`src/design/jc_pkg.sv`:
```
package jc_pkg;

    localparam int CAL_W   = 15;   // calibration and dead band width
    localparam int AXIS_W  = 16;   // raw and normalized axis width
    localparam int HOLD_W  = 16;   // debounce hold time width
    localparam int TIME_W  = 32;   // timestamp width
    localparam int CFG_AW  = 5;    // byte address width of the register port
    localparam int CFG_DW  = 32;   // register port data width

    // divider steps for a 16 bit quotient
    localparam int DIV_STEPS = AXIS_W;

    // register indexes (byte address / 4)
    localparam logic [2:0] REG_X_CENTER    = 3'd0;
    localparam logic [2:0] REG_X_MIN       = 3'd1;
    localparam logic [2:0] REG_X_MAX       = 3'd2;
    localparam logic [2:0] REG_Y_CENTER    = 3'd3;
    localparam logic [2:0] REG_Y_MIN       = 3'd4;
    localparam logic [2:0] REG_Y_MAX       = 3'd5;
    localparam logic [2:0] REG_DEAD_BAND   = 3'd6;
    localparam logic [2:0] REG_DEBOUNCE_MS = 3'd7;

    // reset values
    localparam logic [CAL_W-1:0]  RST_CENTER    = 15'd13200;
    localparam logic [CAL_W-1:0]  RST_MIN       = 15'd0;
    localparam logic [CAL_W-1:0]  RST_MAX       = 15'd26400;
    localparam logic [CAL_W-1:0]  RST_DEAD_BAND = 15'd3277;
    localparam logic [HOLD_W-1:0] RST_DEBOUNCE  = 16'd50;

    // calibration of one axis
    typedef struct packed {
        logic [CAL_W-1:0] center;
        logic [CAL_W-1:0] lo;
        logic [CAL_W-1:0] hi;
    } t_axis_cal;

endpackage

```
`src/design/jc_axis_lane.sv`:
```
module jc_axis_lane (
    input  logic                        i_clk,
    input  logic                        i_rst_n,
    input  logic                        i_start,
    input  logic signed [15:0]          i_raw,
    input  jc_pkg::t_axis_cal           i_cal,
    input  logic [14:0]                 i_dead_band,
    output logic                        o_busy,
    output logic signed [15:0]          o_norm
);
    import jc_pkg::*;

    localparam int          CNT_W    = $clog2(DIV_STEPS + 3);
    localparam logic [CNT_W-1:0] CNT_PREP = CNT_W'(DIV_STEPS + 2);
    localparam logic [CNT_W-1:0] CNT_FIN  = CNT_W'(1);
    localparam logic [CNT_W-1:0] CNT_IDLE = CNT_W'(0);

    localparam logic [AXIS_W-1:0] LIM_POS = {1'b0, {(AXIS_W-1){1'b1}}};
    localparam logic [AXIS_W-1:0] LIM_NEG = {1'b1, {(AXIS_W-1){1'b0}}};

    logic [CNT_W-1:0]   r_cnt,   n_cnt;
    logic [AXIS_W-1:0]  r_mag,   n_mag;
    logic               r_neg,   n_neg;
    logic [CAL_W-1:0]   r_range, n_range;
    logic               r_sat,   n_sat;
    logic [CAL_W-1:0]   r_rem,   n_rem;
    logic               r_feed,  n_feed;
    logic [AXIS_W-1:0]  r_quo,   n_quo;
    logic [AXIS_W-1:0]  r_norm,  n_norm;

    logic signed [AXIS_W:0] d;
    logic signed [AXIS_W:0] c_ext;
    logic signed [AXIS_W:0] range_raw;
    logic [AXIS_W-1:0]      trial;
    logic [AXIS_W-1:0]      limit;
    logic [AXIS_W-1:0]      qmag;

    always_comb begin
        n_cnt   = r_cnt;
        n_mag   = r_mag;
        n_neg   = r_neg;
        n_range = r_range;
        n_sat   = r_sat;
        n_rem   = r_rem;
        n_feed  = r_feed;
        n_quo   = r_quo;
        n_norm  = r_norm;

        c_ext     = {2'b00, i_cal.center};
        d         = {i_raw[AXIS_W-1], i_raw} - c_ext;
        range_raw = d[AXIS_W] ? (c_ext - {2'b00, i_cal.lo}) : ({2'b00, i_cal.hi} - c_ext);
        trial     = {r_rem, r_feed};
        limit     = r_neg ? LIM_NEG : LIM_POS;
        qmag      = (r_sat || (r_quo > limit)) ? limit : r_quo;

        if (i_start) begin
            n_cnt = CNT_PREP;
            n_neg = d[AXIS_W];
            n_mag = d[AXIS_W] ? AXIS_W'(-d) : d[AXIS_W-1:0];
            // inverted or degenerate calibration gives a range of one
            n_range = (range_raw < 17'sd1) ? CAL_W'(1) : range_raw[CAL_W-1:0];
        end else if (r_cnt == CNT_PREP) begin
            // quotient needs more than 16 bits when |d| >= 2*range
            n_sat  = ({1'b0, r_mag} >= {1'b0, r_range, 1'b0});
            n_rem  = r_mag[AXIS_W-1:1];
            n_feed = r_mag[0];
            n_quo  = '0;
            n_cnt  = r_cnt - CNT_W'(1);
        end else if (r_cnt > CNT_FIN) begin
            // one restoring step
            if (trial >= {1'b0, r_range}) begin
                n_rem = CAL_W'(trial - {1'b0, r_range});
                n_quo = {r_quo[AXIS_W-2:0], 1'b1};
            end else begin
                n_rem = trial[CAL_W-1:0];
                n_quo = {r_quo[AXIS_W-2:0], 1'b0};
            end
            n_feed = 1'b0;
            n_cnt  = r_cnt - CNT_W'(1);
        end else if (r_cnt == CNT_FIN) begin
            if (qmag < {1'b0, i_dead_band}) begin
                n_norm = '0;
            end else begin
                n_norm = r_neg ? AXIS_W'(-qmag) : qmag;
            end
            n_cnt = CNT_IDLE;
        end
    end

    always_ff @(posedge i_clk) begin
        if (!i_rst_n) begin
            r_cnt <= CNT_IDLE;
        end else begin
            r_cnt <= n_cnt;
        end
        r_mag   <= n_mag;
        r_neg   <= n_neg;
        r_range <= n_range;
        r_sat   <= n_sat;
        r_rem   <= n_rem;
        r_feed  <= n_feed;
        r_quo   <= n_quo;
        r_norm  <= n_norm;
    end

    assign o_busy = (r_cnt != CNT_IDLE);
    assign o_norm = r_norm;

endmodule

```
`src/design/jc_debounce.sv`:
```
module jc_debounce (
    input  logic        i_clk,
    input  logic        i_rst_n,
    input  logic        i_sample,
    input  logic [31:0] i_time,
    input  logic        i_btn,
    input  logic [15:0] i_hold,
    output logic        o_stable
);
    import jc_pkg::*;

    logic              r_last,   n_last;
    logic [TIME_W-1:0] r_change, n_change;
    logic              r_stable, n_stable;
    logic              changed;
    logic [TIME_W-1:0] elapsed;

    always_comb begin
        n_last   = r_last;
        n_change = r_change;
        n_stable = r_stable;
        changed  = (i_btn != r_last);
        // a fresh edge restarts the timer: elapsed is zero
        elapsed  = changed ? '0 : (i_time - r_change);
        if (i_sample) begin
            if (changed) begin
                n_change = i_time;
                n_last   = i_btn;
            end
            if (elapsed >= {{(TIME_W-HOLD_W){1'b0}}, i_hold}) begin
                n_stable = i_btn;
            end
        end
    end

    always_ff @(posedge i_clk) begin
        if (!i_rst_n) begin
            r_last   <= 1'b0;
            r_change <= '0;
            r_stable <= 1'b0;
        end else begin
            r_last   <= n_last;
            r_change <= n_change;
            r_stable <= n_stable;
        end
    end

    assign o_stable = r_stable;

endmodule

```
`src/design/joystick_axis_and_button_conditioner_unit.sv`:
```
// Channel   Direction  Handshake                  Payload
// in        to block   i_in_valid / o_in_stall    i_time_ms i_button_raw i_adc_present
//                                                 i_raw_x i_raw_y
// out       from block o_out_valid / i_out_stall  o_button_pressed o_norm_x o_norm_y
//                                                 o_both_centered o_adc_warning
// cfg       to block   psel penable pwrite pready paddr pwdata prdata
//
// An accepted item passes through each axis lane as a load, a divider setup, 16 restoring
// steps and a saturate/deadzone step, and then enters the output register.
// Reset (i_rst_n low, synchronous) restores the calibration defaults and clears the
// debounce state and all handshake state.
// A result held under i_out_stall does not block acceptance; the next item is taken
// at once and its result waits in the lanes until the output register frees up.
module joystick_axis_and_button_conditioner_unit (
    input  logic               i_clk,
    input  logic               i_rst_n,
    // input channel
    input  logic               i_in_valid,
    output logic               o_in_stall,
    input  logic [31:0]        i_time_ms,
    input  logic               i_button_raw,
    input  logic               i_adc_present,
    input  logic signed [15:0] i_raw_x,
    input  logic signed [15:0] i_raw_y,
    // output channel
    output logic               o_out_valid,
    input  logic               i_out_stall,
    output logic               o_button_pressed,
    output logic signed [15:0] o_norm_x,
    output logic signed [15:0] o_norm_y,
    output logic               o_both_centered,
    output logic               o_adc_warning,
    // register port
    input  logic               psel,
    input  logic               penable,
    input  logic               pwrite,
    input  logic [4:0]         paddr,
    input  logic [31:0]        pwdata,
    output logic [31:0]        prdata,
    output logic               pready
);
    import jc_pkg::*;

    // calibration registers
    logic [CAL_W-1:0]  r_x_center, r_x_min, r_x_max;
    logic [CAL_W-1:0]  r_y_center, r_y_min, r_y_max;
    logic [CAL_W-1:0]  r_dead_band;
    logic [HOLD_W-1:0] r_debounce_ms;

    logic       cfg_wr;
    logic [2:0] cfg_idx;

    assign pready  = 1'b1;
    assign cfg_wr  = psel && penable && pwrite && pready;
    assign cfg_idx = paddr[4:2];

    always_ff @(posedge i_clk) begin
        if (!i_rst_n) begin
            r_x_center    <= RST_CENTER;
            r_x_min       <= RST_MIN;
            r_x_max       <= RST_MAX;
            r_y_center    <= RST_CENTER;
            r_y_min       <= RST_MIN;
            r_y_max       <= RST_MAX;
            r_dead_band   <= RST_DEAD_BAND;
            r_debounce_ms <= RST_DEBOUNCE;
        end else if (cfg_wr) begin
            case (cfg_idx)
                REG_X_CENTER:    r_x_center    <= pwdata[CAL_W-1:0];
                REG_X_MIN:       r_x_min       <= pwdata[CAL_W-1:0];
                REG_X_MAX:       r_x_max       <= pwdata[CAL_W-1:0];
                REG_Y_CENTER:    r_y_center    <= pwdata[CAL_W-1:0];
                REG_Y_MIN:       r_y_min       <= pwdata[CAL_W-1:0];
                REG_Y_MAX:       r_y_max       <= pwdata[CAL_W-1:0];
                REG_DEAD_BAND:   r_dead_band   <= pwdata[CAL_W-1:0];
                REG_DEBOUNCE_MS: r_debounce_ms <= pwdata[HOLD_W-1:0];
                default: begin
                end
            endcase
        end
    end

    always_comb begin
        case (cfg_idx)
            REG_X_CENTER:    prdata = {{(CFG_DW-CAL_W){1'b0}}, r_x_center};
            REG_X_MIN:       prdata = {{(CFG_DW-CAL_W){1'b0}}, r_x_min};
            REG_X_MAX:       prdata = {{(CFG_DW-CAL_W){1'b0}}, r_x_max};
            REG_Y_CENTER:    prdata = {{(CFG_DW-CAL_W){1'b0}}, r_y_center};
            REG_Y_MIN:       prdata = {{(CFG_DW-CAL_W){1'b0}}, r_y_min};
            REG_Y_MAX:       prdata = {{(CFG_DW-CAL_W){1'b0}}, r_y_max};
            REG_DEAD_BAND:   prdata = {{(CFG_DW-CAL_W){1'b0}}, r_dead_band};
            REG_DEBOUNCE_MS: prdata = {{(CFG_DW-HOLD_W){1'b0}}, r_debounce_ms};
            default:         prdata = '0;
        endcase
    end

    // item control: r_busy covers the lanes' work and any wait for the output slot
    logic r_busy,    n_busy;
    logic r_present, n_present;
    logic accept;
    logic lanes_busy;
    logic out_load;
    logic x_busy, y_busy;
    logic signed [AXIS_W-1:0] x_norm, y_norm;
    logic button_stable;

    assign accept     = i_in_valid && !o_in_stall;
    assign o_in_stall = r_busy;
    assign lanes_busy = x_busy || y_busy;
    assign out_load   = r_busy && !lanes_busy && (!o_out_valid || !i_out_stall);

    t_axis_cal x_cal, y_cal;
    assign x_cal = '{center: r_x_center, lo: r_x_min, hi: r_x_max};
    assign y_cal = '{center: r_y_center, lo: r_y_min, hi: r_y_max};

    // one lane per axis, started together
    jc_axis_lane u_lane_x (
        .i_clk       (i_clk),
        .i_rst_n     (i_rst_n),
        .i_start     (accept),
        .i_raw       (i_raw_x),
        .i_cal       (x_cal),
        .i_dead_band (r_dead_band),
        .o_busy      (x_busy),
        .o_norm      (x_norm)
    );

    jc_axis_lane u_lane_y (
        .i_clk       (i_clk),
        .i_rst_n     (i_rst_n),
        .i_start     (accept),
        .i_raw       (i_raw_y),
        .i_cal       (y_cal),
        .i_dead_band (r_dead_band),
        .o_busy      (y_busy),
        .o_norm      (y_norm)
    );

    // button state updates on the accept edge; read back when the result is merged
    jc_debounce u_debounce (
        .i_clk    (i_clk),
        .i_rst_n  (i_rst_n),
        .i_sample (accept),
        .i_time   (i_time_ms),
        .i_btn    (i_button_raw),
        .i_hold   (r_debounce_ms),
        .o_stable (button_stable)
    );

    always_comb begin
        n_busy    = r_busy;
        n_present = r_present;
        if (accept) begin
            n_busy    = 1'b1;
            n_present = i_adc_present;
        end else if (out_load) begin
            n_busy = 1'b0;
        end
    end

    // merge stage / output register
    logic                     r_out_valid;
    logic                     r_button;
    logic signed [AXIS_W-1:0] r_norm_x, r_norm_y;
    logic                     r_centered;
    logic                     r_warning;

    always_ff @(posedge i_clk) begin
        if (!i_rst_n) begin
            r_busy      <= 1'b0;
            r_out_valid <= 1'b0;
        end else begin
            r_busy <= n_busy;
            if (out_load) begin
                r_out_valid <= 1'b1;
            end else if (!i_out_stall) begin
                r_out_valid <= 1'b0;
            end
        end
        r_present <= n_present;
        if (out_load) begin
            r_button <= button_stable;
            if (r_present) begin
                r_norm_x   <= x_norm;
                r_norm_y   <= y_norm;
                r_centered <= (x_norm == '0) && (y_norm == '0);
                r_warning  <= 1'b0;
            end else begin
                // no converter: axes forced to rest
                r_norm_x   <= '0;
                r_norm_y   <= '0;
                r_centered <= 1'b1;
                r_warning  <= 1'b1;
            end
        end
    end

    assign o_out_valid      = r_out_valid;
    assign o_button_pressed = r_button;
    assign o_norm_x         = r_norm_x;
    assign o_norm_y         = r_norm_y;
    assign o_both_centered  = r_centered;
    assign o_adc_warning    = r_warning;

    // lanes share start and step count, so they must stay in lockstep
    a_lane_lockstep: assert property (@(posedge i_clk) disable iff (!i_rst_n)
        x_busy == y_busy)
        else $error("axis lanes out of step");

    // a result only enters the output register from an item in flight
    a_load_from_busy: assert property (@(posedge i_clk) disable iff (!i_rst_n)
        $rose(r_out_valid) |-> $past(r_busy) && !$past(lanes_busy))
        else $error("result loaded without a finished item");

    // missing converter forces the axes to rest
    a_absent_zero: assert property (@(posedge i_clk) disable iff (!i_rst_n)
        o_out_valid && o_adc_warning |->
            o_norm_x == '0 && o_norm_y == '0 && o_both_centered)
        else $error("axes not at rest with converter absent");

    // centered flag tracks the axes when the converter is present
    a_centered: assert property (@(posedge i_clk) disable iff (!i_rst_n)
        o_out_valid && !o_adc_warning |->
            o_both_centered == (o_norm_x == '0 && o_norm_y == '0))
        else $error("centered flag mismatch");

endmodule
```
`config.mk`:
```
export PLATFORM = sky130hd
export DESIGN_NAME = joystick_axis_and_button_conditioner_unit
export DESIGN_NICKNAME = d
export VERILOG_FILES = /design/src/design/jc_pkg.sv /design/src/design/jc_axis_lane.sv /design/src/design/jc_debounce.sv /design/src/design/joystick_axis_and_button_conditioner_unit.sv
export SDC_FILE = /design/constraint.sdc
export NUM_CORES = 1
export LEC_CHECK = 0
export BUFFER_PORTS_ARGS = -buffer_cell sky130_fd_sc_hd__buf_2
export CAP_MARGIN = 15
export CELL_PAD_IN_SITES_DETAIL_PLACEMENT = 2
export CELL_PAD_IN_SITES_GLOBAL_PLACEMENT = 2
export CORE_ASPECT_RATIO = 0.5
export CORE_UTILIZATION = 30
export DETAILED_ROUTE_END_ITERATION = 16
export MAX_ROUTING_LAYER = met4
export PLACE_DENSITY = 0.78
export SYNTH_ARGS = -nofsm -noshare
export SYNTH_HDL_FRONTEND = slang
export SYNTH_SLANG_ARGS = --single-unit
```
`constraint.sdc`:
```
create_clock -name i_clk -period 8.83 [get_ports i_clk]
set_clock_uncertainty 0.2 [all_clocks]
set_input_delay 0.4415 -clock i_clk [delete_from_list [all_inputs] [get_ports i_clk]]
set_output_delay 0.4415 -clock i_clk [all_outputs]
set_load 0.03 [all_outputs]
```
Word-level counts from Yosys, hierarchy flattened
Index checks and enable logic that the tools add are counted.

cells by class
  add/sub/neg operators = 15
  multiply operators = 0
  div/mod/pow operators = 0
  magnitude comparators = 13
  eq/ne operators = 13
  shifts and indexed selects = 0
  mux-type cells = 39
  bitwise gates (word level) = 6
  reductions and logical operators = 43

operators with widths
  operator                                                                          number
  32-bit one-hot mux with 8 select lines                                            1
  16-bit 2-to-1 mux                                                                 10
  15-bit 2-to-1 mux                                                                 6
  16-bit negator                                                                    4
  15-bit by 15-bit subtractor with 16-bit output                                    4
  5-bit 2-to-1 mux                                                                  8
  17-bit by 2-bit < comparator with 1-bit output (second input constant)            2
  17-bit 2-to-1 mux                                                                 2
  16-bit by 16-bit subtractor with 17-bit output                                    2
  16-bit by 15-bit >= comparator with 1-bit output                                  2
  16-bit >= comparator                                                              2
  32-bit by 16-bit >= comparator with 1-bit output                                  1
  16-bit greater-than comparator                                                    2
  16-bit zero test                                                                  2
  16-bit by 15-bit < comparator with 1-bit output                                   2
  32-bit 2-to-1 mux                                                                 1
  32-bit subtractor                                                                 1
  15-bit subtractor                                                                 2
  2-bit AND reduction                                                               14
  3-bit == test (second input constant)                                             4
  1-bit 2-to-1 mux                                                                  11
  5-bit by 1-bit == test with 1-bit output (second input constant)                  2
  5-bit == test (second input constant)                                             2
  5-bit by 1-bit greater-than comparator with 1-bit output (second input constant)  2
  16 further kinds                                                                  40

storage, ports and cells
  register bits after elaboration = 365
  bits in latches = 0
  memory bits (writable) = 0
  memory bits (read-only) = 0
  input bits = 110
  word-level logic and storage cells = 168
  memories = 0

Depth between registers and ports, before layout
Gate-level depths: netlist of the first run.

  depth after elaboration = 7
  gate-level depth with buffers = 24
  mapped depth without buffers = 22

Hierarchy
From an unflattened synthesis of the first run, not the netlist that was laid out.

second synthesis, totals
  cells, all modules = 3171
  area, all modules = 27849.2 um^2

modules (own cells, without submodules)
  module                                     times used  cells an instance  area an instance (um^2)
  jc_axis_lane at u_lane_x                   1           977                8544.4
  jc_axis_lane at u_lane_y                   1           956                8345.5
  joystick_axis_and_button_conditioner_unit  1           720                7219.4
  jc_debounce                                1           518                3739.8

Worst setup path before layout of the first run
Ideal clock, no wire load.

  path type = register to register
  start = register u_lane_x.r_neg
  end = register u_lane_x.r_norm[11], in the netlist u_lane_x.o_norm[11] (data pin)
  arrival = 4.707 ns
  data required time = 8.364 ns
  path slack = 3.657 ns
  stages on the path, launching flop included = 21
  buffers on the path = 3
  clock period less this slack = 5.173 ns
  path through = edfxtp_1 > clkbuf_1 > inv_1 > ha_1 > nand4_1 > or4_1 > nor2_1 > a21oi_1 > nand2_1 > nor2_1 > clkbuf_1 > a21o_1 > ha_1 > a21o_1 > a21o_1 > a21oi_1 > o21ai_0 > a211o_1 > a221oi_1 > clkbuf_1 > nor2_1

between the ends
  longest elaborated chain between the ends = 6
  elaborated cells on any way between the ends = 7
  those cells by class = add/sub: 1; order compare: 2; mux: 3; reduce/logical: 1

RTL lines
  element                         line                 RTL
  start, declared                 jc_axis_lane.sv:23   logic r_neg, n_neg;
  start signal, assigned          jc_axis_lane.sv:97   r_neg <= n_neg;
  16-bit 2-to-1 mux               jc_axis_lane.sv:53   limit = r_neg ? LIM_NEG : LIM_POS;
  16-bit greater-than comparator  jc_axis_lane.sv:54   qmag = (r_sat || (r_quo > limit)) ? limit : r_quo;
  1-bit logical OR                jc_axis_lane.sv:54
  16-bit 2-to-1 mux               jc_axis_lane.sv:54
  16-bit negator                  jc_axis_lane.sv:84   n_norm = r_neg ? AXIS_W'(-qmag) : qmag;
  16-bit 2-to-1 mux               jc_axis_lane.sv:84
  end signal, assigned            jc_axis_lane.sv:103  r_norm <= n_norm;
  end, declared                   jc_axis_lane.sv:29   logic [AXIS_W-1:0] r_norm, n_norm;

Several ways; a longest one is shown, not always the timed one.
A chain may end at the register's enable or synchronous reset.

Worst setup path after layout of the first run
  start = register u_lane_y.r_neg
  end = register u_lane_y.r_norm[6], in the netlist u_lane_y.o_norm[6] (data pin)

between the ends
  longest elaborated chain between the ends = 6
  elaborated cells on any way between the ends = 7
  those cells by class = add/sub: 1; order compare: 2; mux: 3; reduce/logical: 1

RTL lines
  element                         line
  start, declared                 jc_axis_lane.sv:23
  start signal, assigned          jc_axis_lane.sv:97
  16-bit 2-to-1 mux               jc_axis_lane.sv:53
  16-bit greater-than comparator  jc_axis_lane.sv:54
  1-bit logical OR                jc_axis_lane.sv:54
  16-bit 2-to-1 mux               jc_axis_lane.sv:54
  16-bit negator                  jc_axis_lane.sv:84
  16-bit 2-to-1 mux               jc_axis_lane.sv:84
  end signal, assigned            jc_axis_lane.sv:103
  end, declared                   jc_axis_lane.sv:29

Several ways; a longest one is shown, not always the timed one.

==> impl_metrics.ini, run 1 <==
[placed_design]
dp_cells = 4383
place_hpwl_mm = 74.81
dpl_cell_area_sq_um = 28780
port_buffers = 144
gp_congestion = 0.8880

[logic_synthesis]
synth_ff_type = edfxtp_1
syn_avg_cell_area_sq_um = 8.525
synthDistinctLibCells = 92
synth_edf_count = 198
ys_seq_area_share_pct = 34.41
syn_inst = 3166
async_flop_share_pct = 0
ys_ff_latch = 365
yosysWarnings = 0
syn_area_sq_um = 26990

[global_routing]
grt_pass1_vias = 26083
grt_max_degree = 73
antenna_found_initial = 7
track_usage_pct = 21.56
overflow = 0
grt_pass1_wl_mm = 150.9

[sta]
finalSetupTns_ns = 0
finalMaxSlewViolations = 0
rsz0062_at_grt = false
timing.final.crit_share_pct = 61.38
setup_viol = 0
max_slew.worst_pin.slew_ns = 0.9906
hold_ws_ns = 0.04292
fmax_ghz = 0.1845
finalCriticalPeriod_ns = 5.420
slew_headroom_pct = 33.96
finalHoldViolations = 0

[floorplanning]
io_pins = 180
die_h_um = 214.1
core_sq_um = 88730
die-area_sq_um = 91250
initial_core_util_pct = 30.42
rows = 77
fp.dieW_um = 426.2

[cells_and_area]
fillers = 10040
fin_cells = 4499
fin_nets = 3667
fin_area_sq_um = 30550
drive_above_1_share_pct = 8.369
area_growth_pct = 13.18

[routing]
first_pass_iters = 5
routed_wl_mm = 96.46
routedWlPerCell_um = 21.44
num_vias = 24099
drtIter0Drc = 1363
antenna_left = 0
route.detailed.drc = 0
drt-vias-per-instance = 5.357

[critical_path]
endpoint_kind = flip-flop
r2r_slack_ns = 3.41
start_kind = flip-flop
path_max_fanout = 36
crit_required_ns = 8.96
critical_path_class = reg -> reg
arrival_ns = 5.55

[pwr]
clkPwrFrac_pct = 25.2
irDropWorstVdd_mv = 0.1372
pwr-share-comb_pct = 39.1
switching_share_pct = 39.06
p_int_mw = 4.317
powerDensity_nw_per_um2 = 231.9
power_leakage_nw = 12.10
p_seq_share_pct = 35.7
switchingPower_mw = 2.767

[clock_network]
cts_root_buffer = clkbuf_16
cts_setup_buffers = 0
worstSkewPairLatency_ns = 0.61
clock_sinks = 365
cts-buffers-inserted = 39
path_clk_slew_ns = 0.07
clock_path_buffers = 3
htree_levels = 2
cts_tree = built

[worst_hold_path]
hp-class = in -> reg

[flow_run]
cap_violations = 0

[run_status]
status = finished, final reports clean
-- worst paths after layout --
| check | start | to | depth (start not counted) |
|---|---|---|---|
| worst max register to register | u_lane_y.r_neg$_DFFE_PP_ | u_lane_y.o_norm[6]$_SDFFCE_PN0P_ | 21 |
| worst max-delay path | u_lane_y.r_neg$_DFFE_PP_ | u_lane_y.o_norm[6]$_SDFFCE_PN0P_ | 21 |
| worst min register to register | u_debounce.r_change[13]$_SDFFE_PN0P_ | u_debounce.r_change[13]$_SDFFE_PN0P_ | 2 |
| worst min-delay path | pwdata[1] | r_dead_band[1]$_SDFFE_PN0P_ | 3 |
-- cell type report --
class	instances	area, sq um	area share [%]
diodes	4	10.01	0.03277
clock buffers	49	1076	3.522
clock inverters	21	252.7	0.8274
inverters	219	824.5	2.699
multi-input cells	2440	16240	53.16
flip-flops and latches	365	9289	30.41
well taps	1185	1483	4.854
repair buffers	216	1374	4.497
-- power by group through the flow --
stage	combinational, mW	clock, mW	sequential [mW]
detailed placement	2.76	0	2.56
CTS	2.80	1.84	2.53
floorplan	1.99	0	2.46
global route	3.10	1.90	2.56
finish	2.77	1.79	2.53
global placement	2.57	0	2.54
-- per-layer routing --
metal,vias up,track usage [%],wire length (um)
met5,-,-,0
met4,0,5.699,2296
met3,122,2.957,3667
met2,407,35.60,45760
met1,12110,27.58,44740
li1,11460,-,-
-- placed cells by master, fill, tap and decap left out, types with 86 or more instances in the layout --
cell type / Yosys / routed
o21ai_0: 134 / 134
edfxtp_1: 198 / 198
a21oi_1: 203 / 202
inv_1: 216 / 216
dfxtp_1: 167 / 167
ha_1: 267 / 267
nand2_1: 444 / 444
nor2_1: 249 / 247
buf_2: 16 / 143
a21boi_0: 118 / 118
xnor2_1: 86 / 86
-- kinds of logic (layout without fill, tap and decap cells) --
family / after synthesis / in the layout / share of synthesized area (%)
compound gates: 837 / 837 / 20.55
buf+inv: 376 / 505 / 5.771
flops: 365 / 365 / 34.41
fa+ha+maj: 276 / 276 / 13.04
other cells: 2 / 21 / 0.02782
simple gates: 1098 / 1098 / 18.74
xor+xnor: 135 / 135 / 4.381
mux: 77 / 77 / 3.073
-- Yosys cell counts, types with 8 or more instances --
cell type | number | share of area, %
and2_1 | 66 | 1.5
or2_2 | 8 | 0.19
o31ai_1 | 14 | 0.39
or3_1 | 15 | 0.35
edfxtp_1 | 198 | 22
nor4_1 | 22 | 0.51
o211ai_1 | 47 | 1.3
o22ai_1 | 13 | 0.30
ha_1 | 267 | 12
a21o_1 | 68 | 1.9
o21ai_1 | 11 | 0.20
a31oi_1 | 25 | 0.58
nor3_1 | 69 | 1.3
a21oi_1 | 203 | 3.8
nand4_1 | 25 | 0.58
buf_2 | 16 | 0.30
a2111oi_0 | 8 | 0.26
nand2_1 | 444 | 6.2
o21bai_1 | 13 | 0.36
nand2b_1 | 31 | 0.72
fa_1 | 9 | 0.67
xnor2_1 | 86 | 2.8
nand3_1 | 62 | 1.1
a211oi_1 | 35 | 0.97
o21a_1 | 44 | 1.2
a221oi_1 | 19 | 0.62
buf_4 | 31 | 0.86
o21ai_0 | 134 | 2.5
inv_1 | 216 | 3.0
nor2b_1 | 51 | 1.2
mux2i_1 | 66 | 2.4
nor2_1 | 249 | 3.5
and3_1 | 22 | 0.51
dfxtp_1 | 167 | 12
xor2_1 | 49 | 1.6
a21boi_0 | 118 | 3.3
clkbuf_1 | 101 | 1.4
-- stage by stage --
stage / total power [mW] / setup WS, ns / utilization, %
3_3_place_gp: 5.105 / 3.646 / 32.44
2_1_floorplan: 4.453 / 3.657 / -
4_1_cts: 7.163 / 3.361 / 34.39
5_1_grt: 7.567 / 2.938 / 34.43
6_report: 7.084 / 3.410 / 34.43
3_5_place_dp: 5.325 / 3.385 / 32.44
-- sequential cells by signal, indices dropped and copies added (netlist names), 16 cells and up --
name and cells:
u_lane_x.r_quo 16, u_lane_y.o_norm 16, o_norm_x 16, r_debounce_ms 16
u_lane_y.r_mag 16, u_debounce.r_change 32, u_lane_x.r_mag 16, o_norm_y 16
u_lane_x.o_norm 16, u_lane_y.r_quo 16
-- critical path, cell delays in order (launching register included) --
cell and delay (ns):
edfxtp_1 0.37, buf_4 0.26, inv_1 0.43, ha_1 0.24
nor2b_1 0.05, o21bai_1 0.13, a21oi_1 0.08, o31ai_1 0.33
a21o_1 0.72, nand2_1 0.26, nand2_1 0.14, ha_1 0.14
and4_1 0.18, nand4_1 0.14, nor3_1 0.30, a21oi_1 0.11
o21ai_0 0.09, a21oi_1 0.06, nand3_1 0.12, a31oi_1 0.05
buf_4 0.22, a2111oi_0 0.50
-- what timing repair did --
item | in CTS | in global routing
gates resized for setup | 0 | 0
hold buffers | 40 | 0
hold endpoints to repair | 44 | 0
(Power assumes the default switching activity.)
==> run 2: changes to the inputs <==
--- a/config.mk
+++ b/config.mk
@@ -13,7 +13,7 @@
 export CORE_UTILIZATION = 30
 export DETAILED_ROUTE_END_ITERATION = 16
 export MAX_ROUTING_LAYER = met4
-export PLACE_DENSITY = 0.78
+export PLACE_DENSITY = 0.81
 export SYNTH_ARGS = -nofsm -noshare
 export SYNTH_HDL_FRONTEND = slang
 export SYNTH_SLANG_ARGS = --single-unit
==> constraint.sdc (replaced) <==
create_clock -name i_clk -period 4.4 [get_ports i_clk]
set_clock_uncertainty 0.2 [all_clocks]
set_input_delay 0.22 -clock i_clk [delete_from_list [all_inputs] [get_ports i_clk]]
set_output_delay 0.22 -clock i_clk [all_outputs]
set_load 0.03 [all_outputs]
==> run 2 against run 1 <==
  * Critical path type unchanged
  * Fmax rose by 12%
  * Clock power rose by 110%
  * Sequential power rose by 94%
  * Non-clock buffer count rose by 136
  * Register-to-register slack got worse by 3.8 ns
  * The run now ends with hold timing, setup timing left
  * Design area rose by 6.3%
  * Worst setup slack got worse by 3.8 ns
  * Highest routed layer unchanged
  * First-iteration DRC count fell by 5.4%
==> impl_metrics.ini, run 2 (synthesis gave the netlist of run 1 again) <==
[clock_network]
cts_root_buffer = clkbuf_16
clock_path_buffers = 3
clock_sinks = 365
worstSkewPairLatency_ns = 0.62
path_clk_slew_ns = 0.07
cts-buffers-inserted = 42
cts_tree = built
htree_levels = 2

[pwr]
power_leakage_nw = 12.90
irDropWorstVdd_mv = 0.2730
report.power.total_mw = 15.69
powerDensity_nw_per_um2 = 483.0

[flow_run]
cap_violations = 0

[cells_and_area]
ff_latch_area_sq_um = 9298
multi_input_area_sq_um = 16920
fin_nets = 3806
fillers = 9912
fin_area_sq_um = 32490
area_growth_pct = 20.36
fin_util_pct = 36.61
drive_above_1_share_pct = 15.00
mostFrequentLayoutCell = nand2_1
largest_reg_flops = 32
layout_common_cells = nand2_1, ha_1, nor2_1
top_register = u_debounce.r_change

[routing]
drtIter0Drc = 1289
antenna_left = 0
route.detailed.drc = 0
routedWlPerCell_um = 22.77
routed_wl_mm = 105.7
num_vias = 25220
first_pass_iters = 5
drt-vias-per-instance = 5.434

[critical_path]
arrival_ns = 4.98
r2r-end = u_lane_x.o_norm[7]$_SDFFCE_PN0P_
start_kind = flip-flop
cpMaxStageDelayCell = or4_4
crit_required_ns = 4.56
r2r_slack_ns = -0.42
cp_num_cells = 21
critPathBufInv = 4
endpoint_kind = flip-flop
path_max_fanout = 8
max_stage_delay_ns = 0.53
cp_top_family = simple AND/OR/NAND/NOR gates
r2r-start = u_lane_x.r_neg$_DFFE_PP_
critical_path_class = reg -> reg
crit_start = u_lane_x.r_neg$_DFFE_PP_
setup.worst_path.end = u_lane_x.o_norm[7]$_SDFFCE_PN0P_
reg2reg_depth = 21
path_cells = buf_12, buf_4, ha_4, nand4_1, or4_4, nor2_2, a21oi_2, nand2_2, buf_6, nand2_2, o21ai_1, ha_1, a21o_1, a21oi_2, o21ai_1, nor2_1, nor3_2, a211o_1, a221oi_4, buf_6, nor2_1

[placed_design]
gp_congestion = 0.9155
dpl_cell_area_sq_um = 29500
place_hpwl_mm = 77.97
port_buffers = 144

[global_routing]
overflow = 0
track_usage_pct = 22.99
antenna_found_initial = 1
grt_max_degree = 71
grt_pass1_wl_mm = 160.4
grt_pass1_vias = 27276

[sta]
hold_ws_ns = -0.003033
max_slew.worst_pin.slew_ns = 1.146
slew_headroom_pct = 23.40
finalHoldViolations = 1
rsz0062_at_grt = true
finalMaxSlewViolations = 0
setup_ws_ns = -0.4200
fmax_ghz = 0.2075
setup_viol = 16
finalCriticalPeriod_ns = 4.820
timing.final.crit_share_pct = 109.5

[floorplanning]
fp.dieW_um = 426.2
core_sq_um = 88730
die-area_sq_um = 91250
initial_core_util_pct = 30.42
io_pins = 180
rows = 77
die_h_um = 214.1

[worst_hold_path]
hp-class = in -> reg
min_path_cells = 4

[run_status]
status = finished with violations
violations = hold timing, setup timing
## run 2: metrics by stage
stage | std cells | TNS, ns | setup WS [ns]
finish | 4641 | -6.413 | -0.4200
global route | 4639 | -8.776 | -0.5314
CTS | 4625 | -0.4740 | -0.03969
detailed placement | 4466 | -3.084 | -0.3203
global placement | 4466 | -0.1106 | -0.1106
floorplan | 3181 | -1.709 | -0.1779
## run 2: worst min-delay path, delay by kind of cell
kind	cells	cell delay, ns
buffers and inverters	2	0.38
and+or+nand+nor	1	0.06
AOI/OAI and AO/OA	1	0.08
## run 2: how the worst min path moves through the flow
stage,from,endpoint
5_1_grt,i_time_ms[0],u_debounce.r_change[0]$_SDFFE_PN0P_
3_3_place_gp,i_adc_present,r_present$_DFFE_PP_
4_1_cts,i_raw_x[1],u_lane_x.r_mag[1]$_DFFE_PP_
3_5_place_dp,i_adc_present,r_present$_DFFE_PP_
6_report,i_time_ms[0],u_debounce.r_change[0]$_SDFFE_PN0P_
2_1_floorplan,i_adc_present,r_present$_DFFE_PP_
## run 2: layer usage
layer / global-route usage [%] / part of all wire (%) / up-vias
met5: - / 0 / -
met4: 7.001 / 2.9 / 0
met3: 2.872 / 3.6 / 162
met2: 38.87 / 49 / 459
met1: 28.48 / 44 / 12844
li1: - / - / 11755
## run 2: report_power, final
group          switching, mW  internal (mW)
Sequential             0.433           4.48
Combinational           4.15           2.91
Clock                   1.70           2.02
Total                   6.28           9.41
## run 2: area by class of cell
class | count | share of cell area [%]
Sequential cell | 365 | 28.62
Tap cell | 1185 | 4.564
Multi-Input combinational cell | 2440 | 52.08
Timing Repair Buffer | 352 | 7.896
Clock buffer | 49 | 3.412
Clock inverter | 29 | 0.8627
Antenna cell | 2 | 0.01541
Inverter | 219 | 2.546
## run 2: what timing repair did
item	CTS	global route
endpoints found under the hold margin	161	0
setup buffers	22	14
hold buffers	56	0
cloned	3	2
gates resized for setup	61	91
endpoints found under the setup margin	19	40
pin swaps	30	40
